[config.mk]
export PLATFORM = sky130hd
export DESIGN_NAME = irrw_cell
export DESIGN_NICKNAME = d
export VERILOG_FILES = /design/src/rtl/irrw_pkg.sv /design/src/rtl/irrw_cell.sv
export SDC_FILE = /design/constraint.sdc
export NUM_CORES = 1
export LEC_CHECK = 0
export ABC_CLOCK_PERIOD_IN_PS = 6600
export CAP_MARGIN = 10
export CORE_AREA = 2 2 132 134
export DETAILED_ROUTE_END_ITERATION = 8
export DIE_AREA = 0 0 134 136
export DONT_BUFFER_PORTS = 1
export SYNTH_ARGS = -nofsm -noshare
export SYNTH_HDL_FRONTEND = slang
export SYNTH_SLANG_ARGS = --single-unit
[constraint.sdc]
create_clock -name clk -period 6.6 [get_ports clk]
set_clock_uncertainty 0.15 [all_clocks]
set_input_delay 0.33 -clock clk [delete_from_list [all_inputs] [get_ports clk]]
set_output_delay 0.33 -clock clk [all_outputs]
set_load 0.01 [all_outputs]
[src/rtl/irrw_pkg.sv]
// ----------------------------------------------------------------------------
// irrw_pkg
// Shared types and codes for the interval resize and reorder window.
// ----------------------------------------------------------------------------
`default_nettype none

package irrw_pkg;

	localparam int CoordInW  = 31;
	localparam int CoordOutW = 33;
	localparam int ExpW      = 30;
	localparam int ModeW     = 4;
	localparam int StrandW   = 2;
	localparam int TagW      = 16;
	localparam int InDataW   = 88;
	localparam int OutDataW  = 88;

	// resize modes
	localparam logic [ModeW-1:0] MODE_NONE          = 4'd0;
	localparam logic [ModeW-1:0] MODE_SHRINK_START  = 4'd1;
	localparam logic [ModeW-1:0] MODE_SHRINK_END    = 4'd2;
	localparam logic [ModeW-1:0] MODE_SHRINK_5PRIME = 4'd3;
	localparam logic [ModeW-1:0] MODE_SHRINK_3PRIME = 4'd4;
	localparam logic [ModeW-1:0] MODE_EXPAND_START  = 4'd5;
	localparam logic [ModeW-1:0] MODE_EXPAND_END    = 4'd6;
	localparam logic [ModeW-1:0] MODE_EXPAND_5PRIME = 4'd7;
	localparam logic [ModeW-1:0] MODE_EXPAND_3PRIME = 4'd8;

	// strand codes
	localparam logic [StrandW-1:0] STRAND_PLUS  = 2'd1;
	localparam logic [StrandW-1:0] STRAND_MINUS = 2'd2;

	// configuration register indexes
	localparam logic REG_MODE      = 1'b0;
	localparam logic REG_EXPANSION = 1'b1;

	typedef struct packed {
		logic signed [CoordOutW-1:0] lo;
		logic signed [CoordOutW-1:0] hi;
		logic [StrandW-1:0]          strand;
		logic [TagW-1:0]             tag;
	} entry_t;

	typedef struct packed {
		logic pop;
		logic ins;
	} cell_cmd_t;

	typedef enum logic {
		ST_IDLE,
		ST_RUN
	} state_t;

endpackage

`default_nettype wire

[src/rtl/irrw_cell.sv]
// ----------------------------------------------------------------------------
// irrw_cell
// One slot of the sorted window: holds one interval, shifts toward the head
// on a pop and toward the tail on an insert ahead of it.
// ----------------------------------------------------------------------------
`default_nettype none

module irrw_cell
	import irrw_pkg::*;
(
	input  wire logic      clk,
	input  wire cell_cmd_t cmd,
	input  wire entry_t    new_entry,
	input  wire entry_t    left_entry,
	input  wire logic      left_valid,
	input  wire logic      left_ahead,
	input  wire entry_t    right_entry,
	input  wire logic      valid,
	output entry_t         entry,
	output logic           ahead
);

	entry_t entry_q;

	assign entry = entry_q;

	// new interval sorts ahead of this slot; ties go behind
	assign ahead = valid &&
		((new_entry.lo < entry_q.lo) ||
		 ((new_entry.lo == entry_q.lo) && (new_entry.hi < entry_q.hi)));

	always_ff @(posedge clk) begin
		if (cmd.pop) begin
			entry_q <= right_entry;
		end else if (cmd.ins) begin
			if (ahead) begin
				entry_q <= left_ahead ? left_entry : new_entry;
			end else if (!valid && left_valid) begin
				// first free slot: take the shifted neighbor or the new interval
				entry_q <= left_ahead ? left_entry : new_entry;
			end
		end
	end

endmodule

`default_nettype wire

After elaboration in Yosys (flattened, before gate mapping). Cells that the tools add are included.

Div/mod/pow operators: 0. Bitwise operators: 0. $lt $le $gt $ge: 2. Reduce and logical (&&, ||, !) cells: 8. Multipliers: 0. Add/subtract/negate cells: 0. Equal/unequal tests: 1. Shifts and indexed selects: 0. Muxes and demuxes: 5.

Operators by type and width (count): 84-bit 2-to-1 mux (5); 33-bit < comparator (2); 33-bit equality test (1); 1-bit logical AND (3); 3-bit nonzero test (1); 2-bit AND reduction (1); 2-bit nonzero test (1); 1-bit logical NOT (1); 1-bit logical OR (1).

Word-level logic and storage cells: 20. Bits in registers: 84. Latch bits: 0. Memories: 0. ROM bits: 0. RAM bits: 0.

Depth between registers and ports, before layout.
Word-level depth: 7. Gate-level depth with buffers: 9. Depth with buffers taken out: 9.

Worst setup path after synthesis. OpenSTA, ideal clock, no wires.

Kind: register -> register. Start: reg entry_q (netlist bit entry[55]). End: reg entry_q (netlist bit entry[0]), enable pin. Data required time: 5.976 ns. Setup slack: 1.701 ns. Stages on the path, launching flop included: 10. Library setup time: 0.474 ns. Arrival: 4.275 ns. Path buffers: 0. Cell sequence: edfxtp_1 inv_1 ha_1 a21oi_1 o21ai_1 a2111oi_1 o31ai_1 o21ai_1 mux2_4 a41oi_2.

Word-level cells in the longest chain between the ends: 6. Elaborated cells on any way between the ends: 7.

Ends and longest elaborated chain: from (decl) (line irrw_cell.sv:23) `entry_t entry_q;`; from (signal assigned) (line irrw_cell.sv:34) `entry_q <= right_entry;`; from (signal assigned) (line irrw_cell.sv:37) `entry_q <= left_ahead ? left_entry : new_entry;`; from (signal assigned) (line irrw_cell.sv:40) `entry_q <= left_ahead ? left_entry : new_entry;`; parallel branches: the longest is 2 deep, another holds 33-bit < comparator; 1-bit logical OR (*) (line irrw_cell.sv:29) `((new_entry.lo < entry_q.lo) ||`; 1-bit logical AND (*) (line irrw_cell.sv:28) `assign ahead = valid &&`; 3-bit nonzero test (no source line) (*); 2-bit AND reduction (no source line) (*).

Mark *: on every way between the ends. A chain may end at the register's enable or synchronous reset.

Final worst setup path.
Start: reg entry_q (netlist bit entry[55]). End: reg entry_q (netlist bit entry[4]), enable pin.

The elaborated chain is that of the path after synthesis.

==> impl_metrics.env <==
export IMPL_clk_pin_slew_worst_paths_ps=70
export IMPL_core_um2=16900
export IMPL_drv_cap=0
export IMPL_grt_pass1_wl_mm=22.2
export IMPL_fin_area_um2=6430
export IMPL_setup_viol=0
export IMPL_peakVddDrop_uv=139
export IMPL_seq_area_frac_synth_pct=42.6
export IMPL_synthTopCellsByArea="edfxtp_1 (43%), mux2i_1 (14%), ha_1 (14%)"
export IMPL_syn_area_per_cell_um2=9.73
export IMPL_cts_buffers_inserted=9
export IMPL_first_pass_iters=4
export IMPL_rsz0062_at_grt="false"
export IMPL_cts_resized=0
export IMPL_start_util_pct=35.1
export IMPL_power_total_w=0.00154
export IMPL_die_w_um=134
export IMPL_io_pins=343
export IMPL_synth_top_area_share_pct=42.6
export IMPL_final_cell_mix="nand2_1 (99), o21ai_0 (93), mux2i_1 (85), edfxtp_1 (84), inv_1 (69)"
export IMPL_min_period_ps=3740
export IMPL_dp_hpwl_mm=12.1
export IMPL_wl_per_cell_um=18.6
export IMPL_ys_seq_elements=84
export IMPL_synth_area_um2=5930
export IMPL_dpl_instance_area_um2=6120
export IMPL_place_congestion=0.794
export IMPL_antenna_found_initial=2
export IMPL_cts_sinks=84
export IMPL_fin_nets=915
export IMPL_synth_distinct_cells=35
export IMPL_worstPathRequired_ps=6440
export IMPL_fmax_mhz=268
export IMPL_io_buffers=0
export IMPL_die_y_um=136
export IMPL_grt_max_degree=172
export IMPL_tightest_slew_ps=858
export IMPL_critPathCaptureType="register"
export IMPL_ant_nets=0
export IMPL_final_common_cell="nand2_1"
export IMPL_n_antenna_cell=0
export IMPL_fin_crit_sh_pct=56.6
export IMPL_numPlacedInstances=806
export IMPL_synth_largest_area_cell="edfxtp_1"
export IMPL_syn_inst=609
export IMPL_start_kind="register"
export IMPL_vias_per_cell=5.32
export IMPL_slew_viol_final=0
export IMPL_clk_latency_ps=340
export IMPL_power_leakage_nw=2.84
export IMPL_die_area_um2=18200
export IMPL_cp_arrival_ps=3580
export IMPL_setup_tns_ps=0
export IMPL_crit_type="reg2reg"
export IMPL_hold_class="in2reg"
export IMPL_yosys_warnings=0
export IMPL_largest_reg_flops=84
export IMPL_route_detailed_drc=0
export IMPL_critical_path_max_fanout=65
export IMPL_drive_above_1_share_pct=3.36
export IMPL_max_clock_path_buffers=2
export IMPL_final_hold_violation_count=0
export IMPL_holdBufCountCts=0
export IMPL_h_tree_depth=3
export IMPL_totalWireLength_mm=15.3
export IMPL_hold_slack_ps=28.3
export IMPL_syn_to_final_growth_pct=8.47
export IMPL_overflow=0
export IMPL_post_cts_setup_buffer_count=0
export IMPL_outcome="finished, final reports clean"
export IMPL_maxSlewHeadroom_pct=42.6
export IMPL_core_rowCount=48
export IMPL_cts_tree="yes"
export IMPL_dr_total_vias=4368
export IMPL_track_usage_pct=16.0
export IMPL_clockRootBuffer="clkbuf_16"
export IMPL_syn_nets=932
export IMPL_drt_initial_drc_count=230
export IMPL_powerDensity_nw_per_um2=240
export IMPL_grt_pass1_vias=4204
export IMPL_finalNonFillerCells=821
## cells in the mapped netlist, drive strengths merged
master and instances:
a21boi 1, a21o 4, nand2 99, a2111oi 1
nor2b 1, clkbuf 22, buf 7, inv 69
nand2b 2, nor2 7, o41ai 1, nand3 2
nor3 4, o311ai 1, ha 65, o21ai 98
a22oi 1, or3 1, edfxtp 84, o21bai 1
nand4 14, o211ai 1, mux2 1, mux2i 85
o31ai 1, or4 1, a41oi 1, nor4 2
a211oi 2, a21oi 30
## stage by stage
| step | util (%) | setup slack, ps |
|---|---|---|
| after floorplan | - | 1700 |
| after global placement | 36.3 | 2900 |
| after detailed placement | 36.3 | 2850 |
| after CTS | 38.1 | 2830 |
| after global routing | 38.1 | 2590 |
| final | 38.1 | 2860 |
## path summary, 6_finish.rpt
check / startpoint / endpoint / slack, ps / depth (start not counted)
worst max-delay path: entry[55]$_DFFE_PP_ / entry[4]$_DFFE_PP_ / 2860 / 10
worst min-delay path: right_entry[74] / entry[74]$_DFFE_PP_ / 30 / 2
worst max register to register: entry[55]$_DFFE_PP_ / entry[4]$_DFFE_PP_ / 2860 / 10
worst min register to register: entry[83]$_DFFE_PP_ / entry[29]$_DFFE_PP_ / 1460 / 4
## cell type report
| cell class | instances | area, µm² |
|---|---|---|
| Tap cell | 225 | 282 |
| Inverter | 69 | 259 |
| Clock inverter | 5 | 77.6 |
| Multi-Input combinational cell | 427 | 3040 |
| Sequential cell | 84 | 2520 |
| Fill cell | 1655 | 10400 |
| Timing Repair Buffer | 1 | 20.0 |
| Clock buffer | 10 | 229 |
## layer usage
layer / track usage (%) / vias up / wire [µm]
met5: 0 / - / 25
met4: 6.97 / 4 / 323
met3: 4.85 / 22 / 1370
met2: 27.8 / 229 / 7740
met1: 18.2 / 1968 / 5830
li1: - / 2145 / -
## power breakdown
part	switching [W]	internal, W
clock network	0.000210	0.000329
registers	0.0000733	0.000675
logic	0.000144	0.000113
## critical path: stages, from the launching register on
cell	delay, ps
edfxtp_1	440
inv_1	90
ha_1	250
a21oi_1	150
o21ai_1	90
a2111oi_1	430
o31ai_1	130
o21ai_1	120
mux2_4	340
a41oi_4	740
buf_12	370
## cell families after synthesis
kind of cell               share of synthesized area [%]
AOI/OAI and AO/OA                                   13.0
adders and majority gates                           13.7
buffers and inverters                               6.35
DFF                                                 42.6
muxes                                               14.6
and+or+nand+nor                                     9.75
Power figures use the tool's default switching activity.
