<file path="config.mk">
export PLATFORM = sky130hd
export DESIGN_NAME = irrw_resize
export DESIGN_NICKNAME = d
export VERILOG_FILES = /design/src/rtl/irrw_pkg.sv /design/src/rtl/irrw_resize.sv
export SDC_FILE = /design/constraint.sdc
export NUM_CORES = 1
export LEC_CHECK = 0
export BUFFER_PORTS_ARGS = -buffer_cell sky130_fd_sc_hd__buf_2
export CELL_PAD_IN_SITES_DETAIL_PLACEMENT = 0
export CELL_PAD_IN_SITES_GLOBAL_PLACEMENT = 1
export CORE_MARGIN = 2
export CORE_UTILIZATION = 38
export DETAILED_ROUTE_END_ITERATION = 12
export PLACE_DENSITY = 0.95
export RECOVER_POWER = 25
export SLEW_MARGIN = 20
export SYNTH_ARGS = -nofsm -noshare
export SYNTH_HDL_FRONTEND = slang
export SYNTH_SLANG_ARGS = --single-unit
</file>
<file path="constraint.sdc">
create_clock -name vclk -period 9.3
set_input_delay 1.86 -clock vclk [all_inputs]
set_output_delay 1.86 -clock vclk [all_outputs]
set_load 0.02 [all_outputs]
</file>
<file path="src/rtl/irrw_pkg.sv">
// ----------------------------------------------------------------------------
// irrw_pkg
// Shared types and codes for the interval resize and reorder window.
// ----------------------------------------------------------------------------
`default_nettype none

package irrw_pkg;

	localparam int CoordInW  = 31;
	localparam int CoordOutW = 33;
	localparam int ExpW      = 30;
	localparam int ModeW     = 4;
	localparam int StrandW   = 2;
	localparam int TagW      = 16;
	localparam int InDataW   = 88;
	localparam int OutDataW  = 88;

	// resize modes
	localparam logic [ModeW-1:0] MODE_NONE          = 4'd0;
	localparam logic [ModeW-1:0] MODE_SHRINK_START  = 4'd1;
	localparam logic [ModeW-1:0] MODE_SHRINK_END    = 4'd2;
	localparam logic [ModeW-1:0] MODE_SHRINK_5PRIME = 4'd3;
	localparam logic [ModeW-1:0] MODE_SHRINK_3PRIME = 4'd4;
	localparam logic [ModeW-1:0] MODE_EXPAND_START  = 4'd5;
	localparam logic [ModeW-1:0] MODE_EXPAND_END    = 4'd6;
	localparam logic [ModeW-1:0] MODE_EXPAND_5PRIME = 4'd7;
	localparam logic [ModeW-1:0] MODE_EXPAND_3PRIME = 4'd8;

	// strand codes
	localparam logic [StrandW-1:0] STRAND_PLUS  = 2'd1;
	localparam logic [StrandW-1:0] STRAND_MINUS = 2'd2;

	// configuration register indexes
	localparam logic REG_MODE      = 1'b0;
	localparam logic REG_EXPANSION = 1'b1;

	typedef struct packed {
		logic signed [CoordOutW-1:0] lo;
		logic signed [CoordOutW-1:0] hi;
		logic [StrandW-1:0]          strand;
		logic [TagW-1:0]             tag;
	} entry_t;

	typedef struct packed {
		logic pop;
		logic ins;
	} cell_cmd_t;

	typedef enum logic {
		ST_IDLE,
		ST_RUN
	} state_t;

endpackage

`default_nettype wire

</file>
<file path="src/rtl/irrw_resize.sv">
// ----------------------------------------------------------------------------
// irrw_resize
// Reshapes one incoming interval by mode and strand; forms the release
// threshold.
// ----------------------------------------------------------------------------
`default_nettype none

module irrw_resize
	import irrw_pkg::*;
(
	input  wire logic [CoordInW-1:0]         in_lo,
	input  wire logic [CoordInW-1:0]         in_hi,
	input  wire logic [StrandW-1:0]          strand,
	input  wire logic                        enabled,
	input  wire logic [ModeW-1:0]            mode,
	input  wire logic [ExpW-1:0]             expansion,
	output logic signed [CoordOutW-1:0]      out_lo,
	output logic signed [CoordOutW-1:0]      out_hi,
	output logic signed [CoordOutW-1:0]      thr
);

	logic signed [CoordOutW-1:0] lo0;
	logic signed [CoordOutW-1:0] hi0;
	logic signed [CoordOutW-1:0] ex;
	logic signed [CoordOutW-1:0] lo_exp;
	logic signed [CoordOutW-1:0] hi_exp;
	logic [ModeW-1:0]            eff_mode;
	logic                        plus;
	logic                        minus;

	assign lo0      = $signed({2'b00, in_lo});
	assign hi0      = $signed({2'b00, in_hi});
	assign ex       = $signed({3'b000, expansion});
	assign lo_exp   = lo0 - ex;
	assign hi_exp   = hi0 + ex;
	assign thr      = lo_exp;
	assign eff_mode = enabled ? mode : MODE_NONE;
	assign plus     = (strand == STRAND_PLUS);
	assign minus    = (strand == STRAND_MINUS);

	always_comb begin
		out_lo = lo0;
		out_hi = hi0;
		case (eff_mode)
			MODE_SHRINK_START: out_hi = lo0;
			MODE_SHRINK_END:   out_lo = hi0;
			MODE_SHRINK_5PRIME: begin
				if (plus)       out_hi = lo0;
				else if (minus) out_lo = hi0;
			end
			MODE_SHRINK_3PRIME: begin
				if (plus)       out_lo = hi0;
				else if (minus) out_hi = lo0;
			end
			MODE_EXPAND_START: out_lo = lo_exp;
			MODE_EXPAND_END:   out_hi = hi_exp;
			MODE_EXPAND_5PRIME: begin
				if (plus)       out_lo = lo_exp;
				else if (minus) out_hi = hi_exp;
			end
			MODE_EXPAND_3PRIME: begin
				if (plus)       out_hi = hi_exp;
				else if (minus) out_lo = lo_exp;
			end
			default: ;
		endcase
	end

endmodule

`default_nettype wire

</file>
**After elaboration in Yosys (flattened, before gate mapping)**

Index checks and enable logic that the tools add are counted.

- Add/sub/neg operators: 2
- Eq/ne operators: 10
- Mux-type cells: 15

Operators with widths:

| cell | count |
|---|---|
| 33-bit one-hot mux with 6 select lines | 1 |
| 32-bit one-hot mux with 6 select lines | 1 |
| 31-bit 2-to-1 mux | 6 |
| 33-bit 2-to-1 mux | 3 |
| 32-bit 2-to-1 mux | 3 |
| 31-bit by 30-bit adder with 32-bit output | 1 |
| 31-bit by 30-bit subtractor with 32-bit output | 1 |
| 4-bit by 3-bit == test with 1-bit output (second input constant) | 4 |
| 4-bit by 2-bit == test with 1-bit output (second input constant) | 2 |
| 4-bit by 1-bit == test with 1-bit output (second input constant) | 1 |
| 4-bit == test (second input constant) | 1 |
| 4-bit 2-to-1 mux | 1 |
| 2-bit by 1-bit == test with 1-bit output (second input constant) | 1 |
| 2-bit == test (second input constant) | 1 |

- Register bits after elaboration: 0
- Input port bits: 99

**Longest topological paths before layout**

Gate-level depths: netlist (run 1).

- Depth after elaboration: 4
- Mapped depth: 12
- Mapped depth without buffers: 12

**Least setup slack after synthesis (run 1)**

OpenSTA, ideal clock, no wires.

- Path kind: in2out
- Start point: in expansion[8]
- End point: out out_lo[32]
- Arrival time: 4,514 ps
- Data required time: 7,440 ps
- Path slack: 2,926 ps
- Cell stages on the path: 12
- Buffers on the path: 2
- Cells stage by stage: inv_1 > ha_1 > buf_6 > a21oi_1 > nor2_1 > a2111oi_4 > a211oi_2 > o211ai_1 > and3_1 > nor2b_1 > nor4_1 > buf_4

- Longest elaborated chain between the ends: 4

RTL lines:

| element | RTL line | RTL |
|---|---|---|
| start, declared | irrw_resize.sv:16 | `input wire logic [ExpW-1:0] expansion,` |
| 31-bit by 30-bit subtractor with 32-bit output (*) | irrw_resize.sv:34 | `assign lo_exp = lo0 - ex;` |
| 33-bit 2-to-1 mux | irrw_resize.sv:63 | `else if (minus) out_lo = lo_exp;` |
| 33-bit 2-to-1 mux | irrw_resize.sv:62 | `if (plus) out_hi = hi_exp;` |
| 33-bit one-hot mux with 6 select lines (*) | irrw_resize.sv:44 | `case (eff_mode)` |
| end, declared | irrw_resize.sv:17 | `output logic signed [CoordOutW-1:0] out_lo,` |

Every way passes the cells marked *; elsewhere a longest branch is shown, timed or not.

**Worst setup path in the final report (run 1)**

- Start point: in mode[0]
- End point: out out_hi[5]

- Longest elaborated chain between the ends: 3

RTL lines:

| element | RTL line | RTL |
|---|---|---|
| start, declared | irrw_resize.sv:15 | `input wire logic [ModeW-1:0] mode,` |
| 4-bit 2-to-1 mux (*) | irrw_resize.sv:37 | `assign eff_mode = enabled ? mode : MODE_NONE;` |
| 4-bit == test (tied with other cells) | irrw_resize.sv:44 |  |
| 32-bit one-hot mux with 6 select lines (*) | irrw_resize.sv:44 |  |
| end, declared | irrw_resize.sv:18 | `output logic signed [CoordOutW-1:0] out_hi,` |

Marks and branches as above.

==> reports/results.txt, run 1 <==
outcome: complete, no violations
crit path time final: 7.38 ns
synth warn: 0
Post-DP HPWL: 16100 µm
Routed WL: 19800 µm
via density per instance: 5.96
chip width: 121 µm
nature of the critical path endpoint: output port
max-slew violation count: 0
Final Setup Violations: 0
fin crit share: 79.3%
Worst VDD drop: 24.5 µV
Starting Density: 39.0%
largest net degree at the start of global routing: 27
syn nets: 930
# resized after CTS: 0
Mapped Cells: 769
required time of the critical path: 7.44 ns
DR WL/cell: 17.9 µm
Placed Cells: 1109
area of the core: 13200 µm²
detailed-route DRC error count: 0
Setup CP Type: input port to output port
total leakage power: 3.08 nW
Multi-input gate area: 4690 µm²
Seq cells: 0
commonest non-fill, non-tap cells in the layout: buf_2 (180), a21oi_1 (70), inv_1 (67)
# Max-Cap Violations: 0
number of port buffers: 197
fillcell total: 1411
DRT antenna net count: 0
Placer Congestion: 0.948
Core Util, Final: 46.6%
non-filler cells, final: 1110
global-route wire length before repair: 30700 µm
nets@finish: 1097
CTS Hold Buffers Added: 0
unrepaired setup endpoints after global routing: false
# rows: 42
Pre-Repair DR Iteration Count: 6
Clock buffer cells: 0
P per Cell Area: 78.8 nW/µm²
layout cells sized above 1: 22.3%
vias in the first global route: 6015
total gr overflow: 0
Die ar.: 14500 µm²
FMAX: 0.136 GHz
total track usage: 25.7%
Setup Buffers After CTS: 0
Antenna diodes: 0
Setup crit start kind: input port
area grow syn2layout: 19.7%
setup TNS: 0 ns
DR iter-0 viols: 617
Boundary Pins: 198
crit path max fanout: 23
Synth Cell Area: 5160 µm²
Arr. time, crit path: 5.52 ns
most common cell after layout, fill and taps aside: buf_2
hold crit path type: input port to output port
Syn Area/Cell: 6.71 µm²
final hold violation count: 0
Sequential Area: 0 µm²
number of distinct library cells after synthesis: 78
headroom to the max-slew limit: 7.45%
Die Ht: 121 µm
initial antenna violation count: 0
register area share after synthesis: 0%
vias: 6621
Worst-Margin Slew: 1.38 ns
## per-layer routing
layer / global-route usage (%) / vias up / wire, µm
li1: - / 3245 / -
met1: 37.2 / 3053 / 9190
met2: 40.9 / 306 / 8770
met3: 2.97 / 17 / 1640
met4: 5.38 / 0 / 235
met5: 0 / - / 0
## worst paths after layout
path                  startpoint         to  slack (ns)  cells after the start
worst max-delay path     mode[0]  out_hi[5]        1.92                      8
worst min-delay path    in_hi[6]  out_lo[6]        4.08                      4
## logic make-up after synthesis
group	count (synthesis)	synth area share [%]
other	1	0.0727
adder cells (fa/ha/maj)	62	15.3
multiplexers	1	0.218
AND/OR/NAND/NOR	201	18.7
AO/OA/AOI/OAI	352	49.1
buffers and inverters	106	8.78
XOR/XNOR	46	7.81
## per-stage QoR
stage / total power, mW / hold WS (ns) / area (µm²) / setup WS, ns
3_3_place_gp: 0.485 / 4.08 / 6220 / 2.33
4_1_cts: 0.487 / 4.08 / 6230 / 2.51
6_report: 0.487 / 4.08 / 6180 / 1.92
3_5_place_dp: 0.485 / 4.08 / 6230 / 2.52
2_1_floorplan: 0.341 / 3.89 / 5160 / 2.93
5_1_grt: 0.529 / 4.12 / 6180 / 1.76
## layout make-up
cell class	count	share of cell area, %
inverters	67	4.07
multi-input cells	663	76.0
well taps	176	3.57
repair buffers	204	16.4
## synth_stat cells (13+ instances only)
master	instances	area (µm²)
a21o_1	43	323
a21oi_1	69	345
a22o_1	13	114
a22oi_1	25	188
clkbuf_1	23	86.3
ha_1	60	751
inv_1	67	251
nand2_1	59	221
nand3_1	14	70.1
nor2_1	58	218
nor2b_1	13	81.3
o21ai_0	64	320
xnor2_1	30	263
xor2_1	16	140
## report_power, final
part | internal (mW) | total, mW | switching [mW] | leakage (nW)
clock | 0 | 0 | 0 | 0
sequential | 0 | 0 | 0 | 0
combinational | 0.181 | 0.487 | 0.305 | 3.08
total | 0.181 | 0.487 | 0.305 | 3.08
## critical path, stage by stage
cell and delay [ns]:
buf_2 0.14, nand2b_1 0.23, nor3_1 1.11, a22o_1 0.53, clkbuf_1 0.99, a22oi_1 0.20
o21ai_0 0.16, clkbuf_1 0.27
No activity file was read; power rests on OpenSTA's default activity.
==> run 2, diff against run 1 <==
--- a/config.mk
+++ b/config.mk
@@ -5,13 +5,14 @@
 export SDC_FILE = /design/constraint.sdc
 export NUM_CORES = 1
 export LEC_CHECK = 0
+export ABC_AREA = 1
 export BUFFER_PORTS_ARGS = -buffer_cell sky130_fd_sc_hd__buf_2
 export CELL_PAD_IN_SITES_DETAIL_PLACEMENT = 0
 export CELL_PAD_IN_SITES_GLOBAL_PLACEMENT = 1
 export CORE_MARGIN = 2
-export CORE_UTILIZATION = 38
+export CORE_UTILIZATION = 36
 export DETAILED_ROUTE_END_ITERATION = 12
-export PLACE_DENSITY = 0.95
+export PLACE_DENSITY = 0.93
 export RECOVER_POWER = 25
 export SLEW_MARGIN = 20
 export SYNTH_ARGS = -nofsm -noshare
==> constraint.sdc (replaced) <==
create_clock -name vclk -period 7
set_input_delay 1.4 -clock vclk [all_inputs]
set_output_delay 1.4 -clock vclk [all_outputs]
set_load 0.02 [all_outputs]
==> reports/results.txt, run 2 <==
max-slew violation count: 0 (unchanged)
setup TNS: 0 ns (unchanged)
Synth Cell Area: 7270 µm² (+41%)
vias in the first global route: 9446 (+57%)
WHS: 3.23 ns (-0.849 ns)
clock share of power: 0% (unchanged)
Placed Cells: 1920 (+73%)
total track usage: 30.3% (+4.6 points)
Final Setup Violations: 0 (unchanged)
delay-heaviest family, CP: simple AND/OR/NAND/NOR gates
area grow syn2layout: 16.1%
Critical Path Max Stage Delay: 0.62 ns (-0.49 ns)
crit path time final: 5.57 ns
global-route wire length before repair: 51400 µm (+67%)
Syn Area/Cell: 4.92 µm² (-27%)
Mapped Cells: 1478 (+92%)
outcome: complete, no violations
Die ar.: 21400 µm² (+47%)
# Max-Cap Violations: 0 (unchanged)
non-filler cells, final: 1923 (+73%)
Worst VDD drop: 36.1 µV (+47%)
headroom to the max-slew limit: 47.6% (+40 points)
DR iter-0 viols: 1052 (+71%)
largest net degree at the start of global routing: 32 (+19%)
DRT antenna net count: 0 (unchanged)
Worst-Margin Slew: 0.784 ns (-0.594 ns)
via density per instance: 5.33 (-11%)
synth warn: 0 (unchanged)
Setup CP Type: input port to output port
hold crit path type: input port to output port
Setup crit start kind: input port
Post-DP HPWL: 30000 µm (+86%)
nets@finish: 1818 (+66%)
number of port buffers: 197 (unchanged)
final hold violation count: 0 (unchanged)
unrepaired setup endpoints after global routing: false
part of the power in combinational logic: 100.0% (about the same)
part of the power in registers: 0% (unchanged)
Final Power: 0.832 mW (+71%)
number of distinct library cells after synthesis: 51 (-35%)
P_int: 0.251 mW (+39%)
Starting Density: 37.0% (-2.0 points)
required time of the critical path: 5.60 ns (-1.84 ns)
area of the core: 19700 µm² (+48%)
total leakage power: 4.85 nW (+57%)
P per Cell Area: 98.5 nW/µm² (+25%)
Arr. time, crit path: 4.17 ns (-1.35 ns)
area share of the largest cell type after synthesis: 25.1% (+11 points)
layout cells sized above 1: 14.0% (-8.3 points)
syn nets: 1639 (+76%)
DR WL/cell: 17.8 µm (-0.56%)
switch share: 69.8% (+7.0 points)
Routed WL: 34200 µm (+72%)
total gr overflow: 0 (unchanged)
Boundary Pins: 198 (unchanged)
CTS Hold Buffers Added: 0 (unchanged)
# resized after CTS: 0 (unchanged)
crit path max fanout: 29 (+26%)
Seq cells: 0 (unchanged)
Sequential Area: 0 µm² (unchanged)
chip width: 146 µm (+21%)
Placer Congestion: 1.04 (+9.8%)
Setup Buffers After CTS: 0 (unchanged)
# rows: 51 (+21%)
vias: 10200 (+55%)
most common cell after layout, fill and taps aside: nand2_1
FMAX: 0.179 GHz
Critical Path Slowest Stage Cell: nand4_2
NetSw: 0.580 mW (+90%)
Pre-Repair DR Iteration Count: 6 (unchanged)
Core Util, Final: 43.0% (-3.7 points)
detailed-route DRC error count: 0 (unchanged)
nature of the critical path endpoint: output port
leading area contributor after synthesis: nand2_1
synth cell count leaders: nand2_1 (486), inv_1 (251), nor2_1 (152), nand3_1 (117), a21oi_1 (98)
Clock buffer cells: 0 (unchanged)
fin crit share: 79.6%
commonest non-fill, non-tap cells in the layout: nand2_1 (486), inv_1 (251), buf_2 (174)
Buffers & Inverters on Critical Path: 5 (+2)
initial antenna violation count: 3 (+3)
most common cell in the netlist: nand2_1
register area share after synthesis: 0% (unchanged)
crit-path cells: buf_2 > nand3_1 > inv_1 > nand2_1 > inv_2 > nor2_2 > nand4_2 > inv_1 > nor2_1 > o221ai_1 > buf_2
Die Ht: 146 µm (+21%)
top post-synthesis cells by area: nand2_1 (25%), inv_1 (13%), ha_1 (10%)
-- run 2: cell types whose count changed after synthesis, moves of 13 or more --
cell / before / now
nand2_1: 59 / 486
inv_1: 67 / 251
nand3_1: 14 / 117
nor2_1: 58 / 152
a21o_1: 43 / 0
a21oi_1: 69 / 98
xnor2_1: 30 / 6
a22oi_1: 25 / 3
clkbuf_1: 23 / 4
o211ai_1: 10 / 28
inv_2: 0 / 17
a22o_1: 13 / 0
nor2b_1: 13 / 0
-- run 2: kinds of logic after synthesis --
kind of cell	count (synthesis)	synth area share, %
AOI/OAI and AO/OA	250	20.5
other	1	0.0516
buffers and inverters	291	15.8
and+or+nand+nor	854	50.3
xor gates and xnor gates	20	2.41
adders and majority gates	62	10.9
-- run 2: per-layer routing --
| layer | track usage, % | vias up | part of all wire (%) |
|---|---|---|---|
| li1 | - | 5133 | - |
| met1 | 41.1 | 4491 | 41 |
| met2 | 51.5 | 552 | 45 |
| met3 | 2.06 | 66 | 10 |
| met5 | 0 | - | 0 |
| met4 | 9.22 | 0 | 3.4 |
-- run 2: cell type report --
type               instances  area (µm²)
well taps                265         332
fillers                 2364       11200
repair buffers           199         972
multi-input cells       1187        6120
diodes                     3        7.51
inverters                269        1010
-- run 2: power groups by stage --
stage | Combinational, mW | Sequential [mW] | Clock, mW
finish | 0.832 | 0 | 0.0000000574
global placement | 0.819 | 0 | 0
detailed placement | 0.820 | 0 | 0
global route | 0.906 | 0 | 0.0000000573
floorplan | 0.544 | 0 | 0
CTS | 0.823 | 0 | 0
-- run 2: worst paths after layout --
kind,cells past startpoint,start,endpoint
hold / removal,4,in_lo[0],out_lo[0]
setup / recovery,11,enabled,out_lo[9]
-- run 2: worst min-delay path, delay by kind of cell --
kind | cells | cell delay [ns]
buffers and inverters | 2 | 0.26
AOI/OAI and AO/OA | 2 | 0.16
-- run 2: per-stage QoR --
step / cell area, µm² / setup WS, ns
global placement: 8470 / 1.60
finish: 8440 / 1.43
CTS: 8470 / 1.48
global route: 8440 / 1.30
floorplan: 7270 / 2.22
detailed placement: 8470 / 1.48
